<file path="src/rtl/assert_macros.svh">
// assertion macros used by the top-level rtl file
// no dependencies; bodies vanish when SYNTHESIS is defined
`ifndef ASSERT_MACROS_SVH
`define ASSERT_MACROS_SVH

`ifndef SYNTHESIS

// check a property on every rising edge outside reset
`define VCU_ASSERT(lbl, clk, rst_n, prop) \
	lbl: assert property (@(posedge clk) disable iff (!rst_n) (prop)) \
		else $error("vector clock unit assertion failed");

// check a property on every rising edge, reset included
`define VCU_ASSERT_ALWAYS(lbl, clk, prop) \
	lbl: assert property (@(posedge clk) (prop)) \
		else $error("vector clock unit assertion failed");

`else

`define VCU_ASSERT(lbl, clk, rst_n, prop)

`define VCU_ASSERT_ALWAYS(lbl, clk, prop)

`endif

`endif

</file>
<file path="src/rtl/vcu_pkg.sv">
// shared constants, types and helpers for the vector clock unit
// no dependencies
package vcu_pkg;

	localparam int NUM_PROCS = 16;
	localparam int IDX_W     = $clog2(NUM_PROCS);
	localparam int ID_W      = 8;
	localparam int CNT_W     = 31;
	localparam int MODE_W    = 3;
	localparam int ORD_W     = 2;

	localparam logic [CNT_W-1:0] COUNT_MAX  = '1;
	localparam logic [ID_W:0]    PROC_LIMIT = (ID_W + 1)'(NUM_PROCS);

	typedef enum logic [MODE_W-1:0] {
		MODE_EVENT   = 3'd0,
		MODE_MERGE   = 3'd1,
		MODE_COMPARE = 3'd2,
		MODE_READ    = 3'd3,
		MODE_WRITE   = 3'd4
	} mode_t;

	typedef enum logic [ORD_W-1:0] {
		ORD_CONCURRENT = 2'd0,
		ORD_BEFORE     = 2'd1,
		ORD_AFTER      = 2'd2
	} order_t;

	typedef enum logic [2:0] {
		ST_IDLE,
		ST_READ,
		ST_EXEC,
		ST_BUMP,
		ST_RES
	} state_t;

	typedef struct packed {
		logic capture;
		logic read;
		logic exec;
		logic bump;
		logic publish;
	} ctrl_cmd_t;

	typedef struct packed {
		logic has_result;
		logic need_bump;
	} dp_status_t;

	function automatic logic id_ok(input logic [ID_W-1:0] id);
		return {1'b0, id} < PROC_LIMIT;
	endfunction

	function automatic logic [CNT_W-1:0] sat_inc(input logic [CNT_W-1:0] v);
		return (v == COUNT_MAX) ? v : v + 1'b1;
	endfunction

endpackage

</file>
<file path="src/rtl/vcu_ctrl.sv">
// sequencer for the vector clock unit: handshakes and per-item steps
// depends on vcu_pkg
module vcu_ctrl (
	input  logic                   clk,
	input  logic                   arst_n,
	input  logic                   in_valid,
	output logic                   in_ready,
	output logic                   out_valid,
	input  logic                   out_ready,
	input  vcu_pkg::dp_status_t    status,
	output vcu_pkg::ctrl_cmd_t     cmd
);
	import vcu_pkg::*;

	state_t state_q, state_n;
	logic   out_valid_q;

	always_ff @(posedge clk or negedge arst_n) begin
		if (!arst_n) begin
			state_q     <= ST_IDLE;
			out_valid_q <= 1'b0;
		end else begin
			state_q <= state_n;
			if (cmd.publish) begin
				out_valid_q <= 1'b1;
			end else if (out_ready) begin
				out_valid_q <= 1'b0;
			end
		end
	end

	always_comb begin
		state_n  = state_q;
		cmd      = '0;
		in_ready = 1'b0;
		unique case (state_q)
			ST_IDLE: begin
				in_ready = 1'b1;
				if (in_valid) begin
					cmd.capture = 1'b1;
					state_n     = ST_READ;
				end
			end
			ST_READ: begin
				cmd.read = 1'b1;
				state_n  = ST_EXEC;
			end
			ST_EXEC: begin
				cmd.exec = 1'b1;
				if (status.need_bump) begin
					state_n = ST_BUMP;
				end else if (status.has_result) begin
					state_n = ST_RES;
				end else begin
					state_n = ST_IDLE;
				end
			end
			ST_BUMP: begin
				cmd.bump = 1'b1;
				state_n  = ST_RES;
			end
			ST_RES: begin
				// hold the result until the output register is free
				if (!out_valid_q || out_ready) begin
					cmd.publish = 1'b1;
					state_n     = ST_IDLE;
				end
			end
			default: begin
				state_n = ST_IDLE;
			end
		endcase
	end

	assign out_valid = out_valid_q;

endmodule

</file>
<file path="src/rtl/vcu_dp.sv">
// datapath of the vector clock unit: counter memory, marks, compare flags
// and the result and output registers; depends on vcu_pkg
module vcu_dp (
	input  logic                        clk,
	input  logic                        arst_n,
	input  logic                        cfg_wr_en,
	input  logic [vcu_pkg::ID_W-1:0]    cfg_wr_data,
	input  logic [vcu_pkg::MODE_W-1:0]  mode,
	input  logic [vcu_pkg::ID_W-1:0]    proc_index,
	input  logic [vcu_pkg::CNT_W-1:0]   count,
	input  logic                        last,
	input  vcu_pkg::ctrl_cmd_t          cmd,
	output vcu_pkg::dp_status_t         status,
	output logic [vcu_pkg::CNT_W-1:0]   count_value,
	output logic                        is_present,
	output logic [vcu_pkg::ORD_W-1:0]   order,
	output logic                        id_error
);
	import vcu_pkg::*;

	// configuration and latched item
	logic [ID_W-1:0]   own_id_q;
	logic [MODE_W-1:0] mode_q;
	logic [ID_W-1:0]   idx_q;
	logic [CNT_W-1:0]  cnt_q;
	logic              last_q;

	// counter memory; valid bits make unwritten entries read as zero
	logic [CNT_W-1:0]     mem_q [NUM_PROCS];
	logic [NUM_PROCS-1:0] valid_q;
	logic [NUM_PROCS-1:0] nz_q;
	logic [NUM_PROCS-1:0] present_q;
	logic [NUM_PROCS-1:0] seen_q;
	logic                 less_q;
	logic                 greater_q;
	logic                 run_err_q;

	logic [CNT_W-1:0] rd_p_q;
	logic [CNT_W-1:0] rd_own_q;
	logic [CNT_W-1:0] own_s_q;

	logic [CNT_W-1:0] res_cnt_q, res_cnt_n;
	logic             res_pres_q, res_pres_n;
	logic [ORD_W-1:0] res_ord_q, res_ord_n;
	logic             res_err_q, res_err_n;

	logic [CNT_W-1:0] count_value_q;
	logic             is_present_q;
	logic [ORD_W-1:0] order_q;
	logic             id_error_q;

	logic [IDX_W-1:0]     ia, io;
	logic                 p_ok, own_ok, here_p;
	logic [CNT_W-1:0]     merged, own_inc, bump_val;
	logic [NUM_PROCS-1:0] p_vec, own_vec, seen_n;
	logic                 less_n, greater_n, greater_f, lt, gt;
	logic [ORD_W-1:0]     ord;
	logic                 wr_en;
	logic [IDX_W-1:0]     wr_addr;
	logic [CNT_W-1:0]     wr_data;

	assign ia       = idx_q[IDX_W-1:0];
	assign io       = own_id_q[IDX_W-1:0];
	assign p_ok     = id_ok(idx_q);
	assign own_ok   = id_ok(own_id_q);
	assign here_p   = p_ok && (present_q[ia] || idx_q == own_id_q);
	assign merged   = (cnt_q > rd_p_q) ? cnt_q : rd_p_q;
	assign own_inc  = sat_inc(rd_own_q);
	assign bump_val = sat_inc(own_s_q);
	assign p_vec    = p_ok ? (NUM_PROCS'(1) << ia) : '0;
	assign own_vec  = own_ok ? (NUM_PROCS'(1) << io) : '0;
	assign seen_n   = seen_q | p_vec;

	// an element absent here always counts as this clock being behind
	assign lt        = p_ok && (!here_p || rd_p_q < cnt_q);
	assign gt        = p_ok && here_p && rd_p_q > cnt_q;
	assign less_n    = less_q | lt;
	assign greater_n = greater_q | gt;
	// entries here but never named by the other clock compare against zero
	assign greater_f = greater_n | (|((present_q | own_vec) & ~seen_n & nz_q));

	always_comb begin
		if (less_n && !greater_f) begin
			ord = ORD_BEFORE;
		end else if (greater_f && !less_n) begin
			ord = ORD_AFTER;
		end else begin
			ord = ORD_CONCURRENT;
		end
	end

	always_comb begin
		status.need_bump  = (mode_q == MODE_MERGE) && last_q && own_ok;
		status.has_result = 1'b0;
		case (mode_q) inside
			MODE_EVENT, MODE_READ:     status.has_result = 1'b1;
			MODE_MERGE, MODE_COMPARE:  status.has_result = last_q;
			MODE_WRITE:                status.has_result = !p_ok;
			default:                   status.has_result = 1'b0;
		endcase
	end

	// write port and next result
	always_comb begin
		wr_en      = 1'b0;
		wr_addr    = ia;
		wr_data    = merged;
		res_cnt_n  = '0;
		res_pres_n = 1'b0;
		res_ord_n  = ORD_CONCURRENT;
		res_err_n  = 1'b1;
		if (cmd.exec) begin
			case (mode_q)
				MODE_EVENT: begin
					if (own_ok) begin
						wr_en      = 1'b1;
						wr_addr    = io;
						wr_data    = own_inc;
						res_cnt_n  = own_inc;
						res_pres_n = 1'b1;
						res_err_n  = 1'b0;
					end
				end
				MODE_MERGE: begin
					wr_en = p_ok;
				end
				MODE_COMPARE: begin
					res_ord_n = ord;
					res_err_n = run_err_q | !p_ok;
				end
				MODE_READ: begin
					if (p_ok) begin
						res_cnt_n  = rd_p_q;
						res_pres_n = here_p;
						res_err_n  = 1'b0;
					end
				end
				MODE_WRITE: begin
					wr_en   = p_ok;
					wr_data = cnt_q;
				end
				default: begin
					wr_en = 1'b0;
				end
			endcase
		end else if (cmd.bump) begin
			wr_en      = 1'b1;
			wr_addr    = io;
			wr_data    = bump_val;
			res_cnt_n  = bump_val;
			res_pres_n = 1'b1;
			res_err_n  = run_err_q;
		end
	end

	always_ff @(posedge clk) begin
		if (wr_en) begin
			mem_q[wr_addr] <= wr_data;
		end
		if (cmd.read) begin
			rd_p_q   <= valid_q[ia] ? mem_q[ia] : '0;
			rd_own_q <= valid_q[io] ? mem_q[io] : '0;
		end
	end

	always_ff @(posedge clk) begin
		if (cmd.capture) begin
			mode_q <= mode;
			idx_q  <= proc_index;
			cnt_q  <= count;
			last_q <= last;
		end
		if (cmd.exec) begin
			// own entry as left by this merge element
			own_s_q <= (p_ok && idx_q == own_id_q) ? merged : rd_own_q;
		end
		if (cmd.exec || cmd.bump) begin
			res_cnt_q  <= res_cnt_n;
			res_pres_q <= res_pres_n;
			res_ord_q  <= res_ord_n;
			res_err_q  <= res_err_n;
		end
		if (cmd.publish) begin
			count_value_q <= res_cnt_q;
			is_present_q  <= res_pres_q;
			order_q       <= res_ord_q;
			id_error_q    <= res_err_q;
		end
	end

	always_ff @(posedge clk or negedge arst_n) begin
		if (!arst_n) begin
			own_id_q  <= '0;
			valid_q   <= '0;
			nz_q      <= '0;
			present_q <= '0;
			seen_q    <= '0;
			less_q    <= 1'b0;
			greater_q <= 1'b0;
			run_err_q <= 1'b0;
		end else begin
			if (cfg_wr_en) begin
				own_id_q <= cfg_wr_data;
			end
			if (wr_en) begin
				valid_q[wr_addr] <= 1'b1;
				nz_q[wr_addr]    <= |wr_data;
			end
			if (cmd.exec) begin
				case (mode_q)
					MODE_MERGE: begin
						if (p_ok) begin
							present_q[ia] <= 1'b1;
						end
						if (last_q && !own_ok) begin
							run_err_q <= 1'b0;
						end else begin
							run_err_q <= run_err_q | !p_ok;
						end
					end
					MODE_COMPARE: begin
						if (last_q) begin
							seen_q    <= '0;
							less_q    <= 1'b0;
							greater_q <= 1'b0;
							run_err_q <= 1'b0;
						end else begin
							seen_q    <= seen_n;
							less_q    <= less_n;
							greater_q <= greater_n;
							run_err_q <= run_err_q | !p_ok;
						end
					end
					MODE_WRITE: begin
						if (p_ok) begin
							present_q[ia] <= 1'b1;
						end
					end
					default: begin
						run_err_q <= run_err_q;
					end
				endcase
			end
			if (cmd.bump) begin
				run_err_q <= 1'b0;
			end
		end
	end

	assign count_value = count_value_q;
	assign is_present  = is_present_q;
	assign order       = order_q;
	assign id_error    = id_error_q;

endmodule

</file>
<file path="src/rtl/vector_clock_unit.sv">
// top level of the vector clock unit: sequencer plus datapath
// depends on vcu_pkg, vcu_ctrl, vcu_dp and assert_macros.svh
`include "assert_macros.svh"

// Vector clock for NUM_PROCS processes (16): one saturating 31-bit counter
// and a present mark per process, own process set through cfg_wr_data. Items
// are taken one at a time. An item is latched, the counter memory is read at
// the element's entry and the own entry, then the update and result are
// formed; the last merge element with a valid own id adds a bump step, a
// second memory write for the own counter, before its result is published.
// Results sit in an output register, so a new item is accepted while the
// previous result waits; a second result waits until that register drains.
// The end-of-compare check over all entries uses per-entry present, seen and
// nonzero bits and is formed combinationally in the compare step.
module vector_clock_unit (
	input  logic                        clk,
	input  logic                        arst_n,
	input  logic                        cfg_wr_en,
	input  logic [vcu_pkg::ID_W-1:0]    cfg_wr_data,
	input  logic                        in_valid,
	output logic                        in_ready,
	input  logic [vcu_pkg::MODE_W-1:0]  mode,
	input  logic [vcu_pkg::ID_W-1:0]    proc_index,
	input  logic [vcu_pkg::CNT_W-1:0]   count,
	input  logic                        last,
	output logic                        out_valid,
	input  logic                        out_ready,
	output logic [vcu_pkg::CNT_W-1:0]   count_value,
	output logic                        is_present,
	output logic [vcu_pkg::ORD_W-1:0]   order,
	output logic                        id_error
);
	import vcu_pkg::*;

	ctrl_cmd_t  cmd;
	dp_status_t status;

	vcu_ctrl u_ctrl (
		.clk       (clk),
		.arst_n    (arst_n),
		.in_valid  (in_valid),
		.in_ready  (in_ready),
		.out_valid (out_valid),
		.out_ready (out_ready),
		.status    (status),
		.cmd       (cmd)
	);

	vcu_dp u_dp (
		.clk         (clk),
		.arst_n      (arst_n),
		.cfg_wr_en   (cfg_wr_en),
		.cfg_wr_data (cfg_wr_data),
		.mode        (mode),
		.proc_index  (proc_index),
		.count       (count),
		.last        (last),
		.cmd         (cmd),
		.status      (status),
		.count_value (count_value),
		.is_present  (is_present),
		.order       (order),
		.id_error    (id_error)
	);

	// one item in flight: no transfer in the cycle after one
	`VCU_ASSERT(a_one_item, clk, arst_n, (in_valid && in_ready) |=> !in_ready)
	// a result never overwrites one that has not been taken
	`VCU_ASSERT(a_no_overwrite, clk, arst_n, cmd.publish |-> (!out_valid || out_ready))
	// the own-counter bump follows the merge step directly
	`VCU_ASSERT(a_bump_after_exec, clk, arst_n, cmd.bump |-> $past(cmd.exec))
	// at most one step command at a time
	`VCU_ASSERT_ALWAYS(a_cmd_onehot, clk, $onehot0(cmd))

endmodule

</file>
<file path="config.mk">
export PLATFORM = sky130hd
export DESIGN_NAME = vector_clock_unit
export DESIGN_NICKNAME = d
export VERILOG_FILES = /design/src/rtl/vcu_pkg.sv /design/src/rtl/vcu_ctrl.sv /design/src/rtl/vcu_dp.sv /design/src/rtl/vector_clock_unit.sv
export VERILOG_INCLUDE_DIRS = /design/src /design/src/rtl
export SDC_FILE = /design/constraint.sdc
export NUM_CORES = 1
export LEC_CHECK = 0
export BUFFER_PORTS_ARGS = -buffer_cell sky130_fd_sc_hd__buf_4
export CORE_ASPECT_RATIO = 1.5
export CORE_MARGIN = 1.5
export CORE_UTILIZATION = 35
export CTS_CLUSTER_SIZE = 25
export DETAILED_ROUTE_END_ITERATION = 10
export PLACE_DENSITY = 0.51
export SLEW_MARGIN = 15
export SYNTH_ARGS = -nofsm -noshare
export SYNTH_HDL_FRONTEND = slang
export SYNTH_SLANG_ARGS = --single-unit
</file>
<file path="constraint.sdc">
create_clock -name clk -period 12 [get_ports clk]
set_input_delay 1.2 -clock clk [delete_from_list [all_inputs] [get_ports clk]]
set_output_delay 1.2 -clock clk [all_outputs]
set_load 0.05 [all_outputs]
</file>
# ---- Yosys cells after proc, flatten, opt, wreduce, memory -nomap -nowiden
# Memories as Yosys holds them, arrays and structs flattened. A register that Yosys moved wholly into a read port is not among the register bits.
# Cells that the tools add are included.
dict set report op_classes {
  add_sub_neg 2
  order_cmp 10
  eq_ne 13
  shifts 2
  n_mux 72
  bitwise_logic 13
  n_reduce_logical 39
}
# cell n
set op_table {}
lappend op_table {{$mux W31} 11}
lappend op_table {{$pmux W31 S2} 2}
lappend op_table {{$or A16 B16 Y16} 4}
lappend op_table {{$add A31 B1 Y31 const B} 2}
lappend op_table {{$eq A31 B31 Y1 const B} 2}
lappend op_table {{$gt A31 B31 Y1} 2}
lappend op_table {{$mux W16} 3}
lappend op_table {{$mux W1} 36}
lappend op_table {{$and A16 B16 Y16} 2}
lappend op_table {{$shl A1 B4 Y16 const A} 2}
lappend op_table {{$lt A31 B31 Y1} 1}
lappend op_table {{$reduce_or A31 Y1} 1}
lappend op_table {{$bwmux W16} 1}
lappend op_table {{$lt A8 B5 Y1 const B} 2}
lappend op_table {{$mux W4} 4}
lappend op_table {{$not A16 Y16} 1}
lappend op_table {{$reduce_or A16 Y1} 1}
lappend op_table {{$lt A4 B5 Y1 const B} 3}
lappend op_table {{$pmux W3 S5} 1}
lappend op_table {{$bmux W1 S4} 3}
lappend op_table {{$eq A3 B2 Y1 const B} 4}
lappend op_table {{$logic_and A1 B1 Y1} 12}
lappend op_table {{$mux W3} 4}
lappend op_table {{$demux W1 S4} 2}
lappend op_table {{20 further kinds} 45}
dict set report word_totals {
  reg_bits 223
  ram_bits 496
  in_bits 56
  output_inout_bits 37
  wordCells 176
  memories 1
}
# memory words word_bits read_ports rd_clocked_by_memory_dff write_ports line_no
set mem_list {}
lappend mem_list {u_dp.mem_q 16 31 2 2 1 vcu_dp.sv:29} ;# logic [CNT_W-1:0] mem_q [NUM_PROCS];

# ---- Depth between registers and ports, before layout
# Gate-level depths: netlist of run 1.
dict set report depth {
  depth_word 12
  mapped_depth 14
  depth_no_buf 12
}

# ---- Modules after synthesis
# From an unflattened synthesis of run 1, not the netlist that was laid out.
dict set report hier_totals {
  cells_unflattened 2332
  area_unflattened_um2 37433.4
}
# mod instances cells_each area_each_um2 seq_area_each_um2
set modules_own_cells {}
lappend modules_own_cells {vcu_dp 1 2307 37219.4 22957.0}
lappend modules_own_cells {vcu_ctrl 1 25 214.0 100.1}

# ---- Worst setup path after synthesis of run 1
# No wires, ideal clock.
dict set report synth_timing {
  path_kind {register to register}
  from {register u_ctrl.state_q[0]}
  to {register u_dp.rd_own_q[0] (read register of u_dp.mem_q) (enable)}
  setup_time_ns 0.572
  arrival_ns 5.188
  t_required_ns 11.428
  slack_ns 6.240
  stages_incl_launch_ff 3
  n_path_buf 1
  synth_period_minus_slack_ns 5.760
  cell_sequence {dfrtp_1 clkbuf_1 nor3b_1}
}
dict set report synth_between {
  elab_chain_cells 2
}
# element line_no
set synth_rtl {}
lappend synth_rtl {{start, declared} vcu_ctrl.sv:15} ;# state_t state_q, state_n;
lappend synth_rtl {{start signal, assigned} vcu_ctrl.sv:23} ;# state_q <= state_n;
lappend synth_rtl {{$eq A3 B1 Y1} vcu_ctrl.sv:36} ;# unique case (state_q)
lappend synth_rtl {{$mux W1} vcu_ctrl.sv:36}
lappend synth_rtl {{end, declared} vcu_dp.sv:39} ;# logic [CNT_W-1:0] rd_own_q;
# Every way passes these cells.
# A chain may end at the register's enable or synchronous reset.

# ---- Worst setup path after layout of run 1
dict set report layout_timing {
  from {register u_ctrl.state_q[0]}
  to {register u_dp.nz_q[13]}
}
dict set report layout_between {
  word_cells_on_any_way 17
  classes_between {order compare (2); eq/ne (2); mux (11); reduce/logical (2)}
}
# element line_no
set layout_lines {}
lappend layout_lines {{$eq A3 B2 Y1} vcu_ctrl.sv:36}
lappend layout_lines {{$mux W1} vcu_ctrl.sv:36}
lappend layout_lines {{$mux W31} vcu_dp.sv:146} ;# end else if (cmd.bump) begin
lappend layout_lines {{$mux W31 (*)} vcu_dp.sv:112} ;# if (cmd.exec) begin
lappend layout_lines {{via u_dp.wr_data[4]} vcu_dp.sv:60} ;# logic [CNT_W-1:0] wr_data;
lappend layout_lines {{$reduce_or A31 Y1 (*)} vcu_dp.sv:207} ;# nz_q[wr_addr] <= |wr_data;
lappend layout_lines {{$bwmux W16 (*)} vcu_dp.sv:207}
lappend layout_lines {{end signal, assigned by index} vcu_dp.sv:207}
lappend layout_lines {{end, declared} vcu_dp.sv:31} ;# logic [NUM_PROCS-1:0] nz_q;
# Mark *: on every way through the listed nets, which the timed path passes. The rest lies on a longest branch.

==> results of run 1 <==
[registers in the layout (all words and copies together), names as in the netlist, 16 cells and up]
register and cells:
u_dp.cnt_q 31, u_dp.count_value 31, u_dp.mem_q 496, u_dp.nz_q 16, u_dp.own_s_q 31, u_dp.present_q 16, u_dp.rd_own_q 31, u_dp.rd_p_q 31
u_dp.res_cnt_q 31, u_dp.seen_q 16, u_dp.valid_q 16
[final cells by class]
type,instances,area (um^2)
timing repair buffer,162,1245
clock buffer,92,2013
inverter,59,221.5
antenna,1,2.502
clock inverter,47,475.5
multi-input combinational,1410,14070
sequential,781,23070
tap,1415,1770
fill,9775,64000
[metal layers]
layer  GRT usage (%)  wire length [um]  part of all wire, %
met5               0                13                0.011
met1           28.41             48620                   39
met3           2.110              6439                  5.2
met2           39.36             63480                   51
met4           9.262              4753                  3.9
[critical path, delay by kind of cell (launching register included)]
| family | cells | cell delay [ns] |
|---|---|---|
| AND/OR/NAND/NOR | 5 | 3.17 |
| AO/OA/AOI/OAI | 5 | 1.46 |
| flip-flops | 1 | 0.58 |
| buffers and inverters | 3 | 0.75 |
[stage by stage]
stage | instance area [um^2] | std cells | hold WS, ns | util, % | setup WS (ns)
floorplan | 37670 | 2396 | 0.4003 | - | 6.240
global placement | 40330 | 3826 | 0.4017 | 37.75 | 6.096
detailed placement | 40350 | 3827 | 0.4057 | 37.76 | 5.861
CTS | 42840 | 3966 | 0.4193 | 40.09 | 5.819
global route | 42860 | 3966 | 0.4198 | 40.11 | 5.461
finish | 42860 | 3967 | 0.4192 | 40.11 | 5.796
[kinds of logic after synthesis]
group / after synthesis / share of synthesized area, %
AOI/OAI and AO/OA: 412 / 6.979
xor gates and xnor gates: 34 / 0.7906
adders and majority gates: 33 / 1.096
buffers and inverters: 205 / 2.076
DFF: 781 / 61.21
muxes: 344 / 19.91
and+or+nand+nor: 587 / 7.942
[power by group through the flow]
| stage | Sequential (mW) | Clock (mW) | Combinational (mW) |
|---|---|---|---|
| global route | 4.19 | 2.59 | 3.08 |
| finish | 4.16 | 2.45 | 2.91 |
| detailed placement | 4.21 | 0 | 2.91 |
| floorplan | 4.16 | 0 | 1.67 |
| CTS | 4.15 | 2.52 | 2.91 |
| global placement | 4.19 | 0 | 2.85 |
[path summary, 6_finish.rpt]
kind,depth (start not counted),end,slack [ns],start
worst min register to register,0,u_dp.count_value[16],0.42,u_dp.res_cnt_q[16]
max in group asynchronous,1,u_dp.own_id_q[1],10.49,arst_n
min in group asynchronous,1,u_dp.own_id_q[4],0.74,arst_n
worst max-delay path,13,u_dp.nz_q[13],5.80,u_ctrl.state_q[0]
worst max register to register,13,u_dp.nz_q[13],5.80,u_ctrl.state_q[0]
worst min-delay path,0,u_dp.count_value[16],0.42,u_dp.res_cnt_q[16]
[placed cells by master, fill, tap and decap left out, types with 10 or more instances in the layout]
master,count
edfxtp_1,702
mux4_2,323
buf_4,159
nor2_1,155
nand2_1,119
a21oi_1,118
o21ai_0,98
clkbuf_16,77
dfrtp_1,75
nor2b_1,68
inv_1,58
nand3_1,33
ha_1,33
nor3_1,32
nor4_1,28
nand4_1,28
xnor2_1,26
or2_2,25
o21bai_1,24
a22oi_1,22
a31oi_1,19
a2111oi_0,17
nor2_4,16
clkinv_1,16
and3_1,13
clkinv_2,13
and4_1,12
clkbuf_1,12
o21a_1,11
mux2_2,11
o22ai_1,11
nand2b_1,10
mux2i_1,10
==> metrics, run 1 <==
status=finished, final reports clean; Switching Power=3.338 mW; Die X=270.9 um; CTS buffer count=77; first-pass GRT wire length=177000 um; clk root buf=clkbuf_16; most common cell in the netlist=edfxtp_1; post-layout min period=6.204 ns; EDFF count, synth=702; CP max-delay cell=nor4_4; DR iter-0 viols=2365; final global-route overflow total=0; flops & latches, synth=781; initial antenna violation count=1; Logic pwr share=30.5%; Mapped Area=37670 um^2; Clk Latency, worst-skew pair=0.67 ns; Detailed Route WL=123300 um; Sw Ratio=35.08%; Relative slew margins=15.42%; Setup violations, final=0; most frequent cells after synthesis=edfxtp_1 (702), mux4_2 (323), nor2_1 (171); worst setup path class=register to register; clk_skew=0.02621 ns; PnR Total Power=9.518 mW; most frequent CP cell=buf_4; number of routed nets with antenna violations=0; Hold Fails Final Rpt=0; critical path launch point type=register; CTS Buffer Depth=3; layout cells sized above 1=27.05%; total iterations of the first detailed-routing run=6; Max Cap Viol=0; Initial Utilization=35.25%; post-CTS setup buffer count=0; CTS H-tree depth=3; CP max FO=35; Mapped Cells=2396; GR Util All Layers=22.45%; Worst EP arrival=6.68 ns; CTS clk-pin slew, worst paths=0.07 ns; syn_nets=2485; Boundary Pins=93; CTS-repair resized insts=0; warnings from Yosys=0; ys flop type=edfxtp_1; Final HPWL DP=79700 um; sequential power share=43.7%; Synth async-reset ratio=10.12%; Die Footprint=109600 um^2; DRC violations left=0; post-synth cell types=76; worst vdd ir=0.1508 mV; largest cells by area after synthesis=edfxtp_1 (56%), mux4_2 (19%), dfrtp_1 (5.2%); Cell Pwr Density=222.1 nW/um^2; Req. time, crit path=12.48 ns; CP cell instances=or3b_1, inv_1, buf_4, o211ai_2, nand2_2, a211oi_1, buf_4, or2_0, a222oi_1, o21ai_1, or4b_4, nor4_4, a21oi_1; RSZ-0062 raised after global routing=false; hold buffer count at cts=0; Lkg Pwr=13.96 nW; fmax=0.1612 GHz; Sum Neg Setup Slack=0 ns; sequential share of the synthesized area=61.21%; CTS sink cnt=781; Die Ht=404.8 um; pin slew with the least headroom to its limit=1.269 ns; internal power=6.180 mW; Clk pwr share=25.8%; share of the synthesized area in the top cell type=55.96%; Layout Nets=2580; gpl congestion=0.9837; period utilization=51.70%; delay of the slowest cell on the worst path=0.95 ns; max-slew violation count=0; port bufs=92; Core ar.=106900 um^2; drt wl/cell=31.08 um; CTS tree=yes; Area Growth Syn to Fin=13.79%; dominant cell type by area after synthesis=edfxtp_1; Hold Crit Class=register to register; largest net degree at the start of global routing=129; kind of end point of the critical path=register; total vias in the final route=23630; number of global-route vias before repair=24380; Via density=5.956; row cnt=147; syn avg cell area=15.72 um^2
No activity file was read; power rests on OpenSTA's default activity.
==> inputs of run 2 (changes only) <==
ABC_AREA = 1   (was default)
clock period = 5.95 ns   (was 12 ns; I/O delays follow)
==> run 2 against run 1 <==
Effect of this change: count of clock-buffer cells in the layout is 7 higher; register-to-register slack worse by 4.6 ns; die area is 0.64% higher; critical endpoint is now u_dp.mem_q[11][9]; sequential power up 100%; via count increased by 27%; utilization fell by 0.063 points; sequential share of layout area down 0.12 points; cell area rose by 0.19%; total power increased by 100%; non-clock buffer count shrank 5.
==> metrics, run 2 <==
port bufs=92; drt wl/cell=27.20 um; Cell Pwr Density=450.9 nW/um^2; Lkg Pwr=16.57 nW; fmax=0.2084 GHz; RSZ-0062 raised after global routing=false; dominant cell type by area after synthesis=edfxtp_1; reg2reg start=u_dp.mode_q[2]; number of global-route vias before repair=29820; Relative slew margins=19.29%; Hold Fails Final Rpt=0; Hold Crit Class=input pin to register; worst slack, placed=1.202 ns; Clk Latency, worst-skew pair=0.67 ns; HP Start=count[12]; Cell Area, Placed=40430 um^2; CTS H-tree depth=3; CTS Buffer Depth=3; Req. time, crit path=6.31 ns; worst setup path class=register to register; CTS clk-pin slew, worst paths=0.07 ns; sequential share of the synthesized area=60.82%; R2R setup slack=1.15 ns; pin slew with the least headroom to its limit=1.209 ns; row cnt=147; share of the synthesized area in the top cell type=55.60%; layout cells sized above 1=9.181%; warnings from Yosys=0; CTS buffer count=78; Largest Register=u_dp.mem_q; status=finished, final reports clean; Synth async-reset ratio=10.12%; Boundary Pins=93; first-pass GRT wire length=206000 um; DRC violations left=0; Finished Cell Area=42940 um^2; delay of the slowest cell on the worst path=1.00 ns; most frequent cells after synthesis=nand2_1 (842), edfxtp_1 (702), inv_1 (537); syn avg cell area=10.18 um^2; syn_nets=3813; post-synth cell types=49; CP startpoint=u_dp.mode_q[2]; worst vdd ir=0.2564 mV; gpl congestion=0.9970; Detailed Route WL=142500 um; Layout Nets=3856; largest cells by area after synthesis=edfxtp_1 (56%), nand2_1 (8.3%), inv_1 (5.3%); Die Ht=406.1 um; GR Util All Layers=25.53%; clk root buf=clkbuf_16; Area Growth Syn to Fin=13.27%; critical path launch point type=register; EDFF count, synth=702; commonest non-fill, non-tap cell in the layout=nand2_1; Setup violations, final=0; max-slew violation count=0; total iterations of the first detailed-routing run=6; Sum Neg Setup Slack=0 ns; most frequent CP cell=nand2_1; post-layout min period=4.799 ns; reg2reg end=u_dp.mem_q[11][9]; CTS-repair resized insts=0; final global-route overflow total=0; CTS sink cnt=781; fin worst setup slack=1.151 ns; most common cell in the netlist=nand2_1; Hold Path Depth=1; Core ar.=107200 um^2; CP cell instances=buf_4, inv_1, nand2_1, nor2_4, inv_2, o21ai_4, nand2_1, o21ai_0, nand2_1, nor2_4, buf_4; DR iter-0 viols=3159; CTS tree=yes; Die Footprint=110300 um^2; ys flop type=edfxtp_1; CP Capture Point=u_dp.mem_q[11][9]; CP max FO=32; Final HPWL DP=91190 um; max reg flops=496; clk_skew=0.02349 ns; number of routed nets with antenna violations=0; Die X=271.7 um; Worst EP arrival=5.16 ns; Via density=5.713; commonest cells after routing, fill and taps aside=nand2_1 (839), edfxtp_1 (702), inv_1 (536), nor2_1 (196), nand3_1 (159); kind of end point of the critical path=register; initial antenna violation count=3; Mapped Cells=3724; r2r worst-path depth=11; period utilization=80.65%; Mapped Area=37910 um^2; total vias in the final route=29930; largest net degree at the start of global routing=115; Max Cap Viol=0; CP max-delay cell=nor2_4; flops & latches, synth=781; Initial Utilization=35.36%
## run 2: logic make-up after synthesis
logic type               count (synthesis)  share of synthesized area (%)
AO/OA/AOI/OAI                          824                          15.76
XOR/XNOR                                19                         0.4389
adder cells (fa/ha/maj)                 33                          1.089
multiplexers                             2                        0.05940
flip-flops                             781                          60.82
AND/OR/NAND/NOR                       1319                          14.28
buffers and inverters                  746                          7.551
## run 2: worst min-delay path by stage
stage	endpoint	slack, ns
2_1_floorplan	u_ctrl.out_valid	0.30
3_3_place_gp	u_dp.count_value[6]	0.40
3_5_place_dp	u_dp.count_value[4]	0.40
4_1_cts	u_dp.cnt_q[21]	0.05
5_1_grt	u_dp.cnt_q[21]	0.08
6_report	u_dp.cnt_q[12]	0.1
## run 2: what timing repair did
item	in CTS	in global routing
hold buffers	1	0
setup endpoints to repair	0	0
hold endpoints to repair	14	0
setup buffers	0	0
## run 2: cell type report
type / count / area, um^2
clock buffer: 99 / 2115
tap: 1415 / 1770
clock inverter: 37 / 390.4
antenna: 1 / 2.502
timing repair buffer: 157 / 1306
sequential: 781 / 23060
inverter: 552 / 2079
multi-input combinational: 2197 / 12220
fill: 10380 / 64290
## run 2: power by group
group,internal [mW],switching (mW)
Combinational,1.28,4.65
Clock,2.82,2.20
Sequential,7.89,0.508
## run 2: metrics by stage
step	utilization (%)	cells	hold slack [ns]	power [mW]
floorplan	-	3724	0.2994	11.68
global placement	37.68	5100	0.4014	14.38
detailed placement	37.70	5101	0.4045	14.36
CTS	40.05	5238	0.05263	19.39
global route	40.05	5238	0.08105	20.12
finish	40.05	5239	0.09933	19.37
## run 2: per-layer routing
layer  routed length, um  up-vias  GRT usage (%)
li1                    -    13380              -
met1               55150    14790          31.09
met2               71320     1425          44.46
met3                9002      331          3.104
met4                6986        6          12.80
met5                  35        -              0
## run 2: worst max-delay path: cells and delay by family (launching register included)
kind,cells,cell delay (ns)
compound gates,2,0.58
simple gates,5,2.13
flops,1,0.37
buf+inv,4,1.34
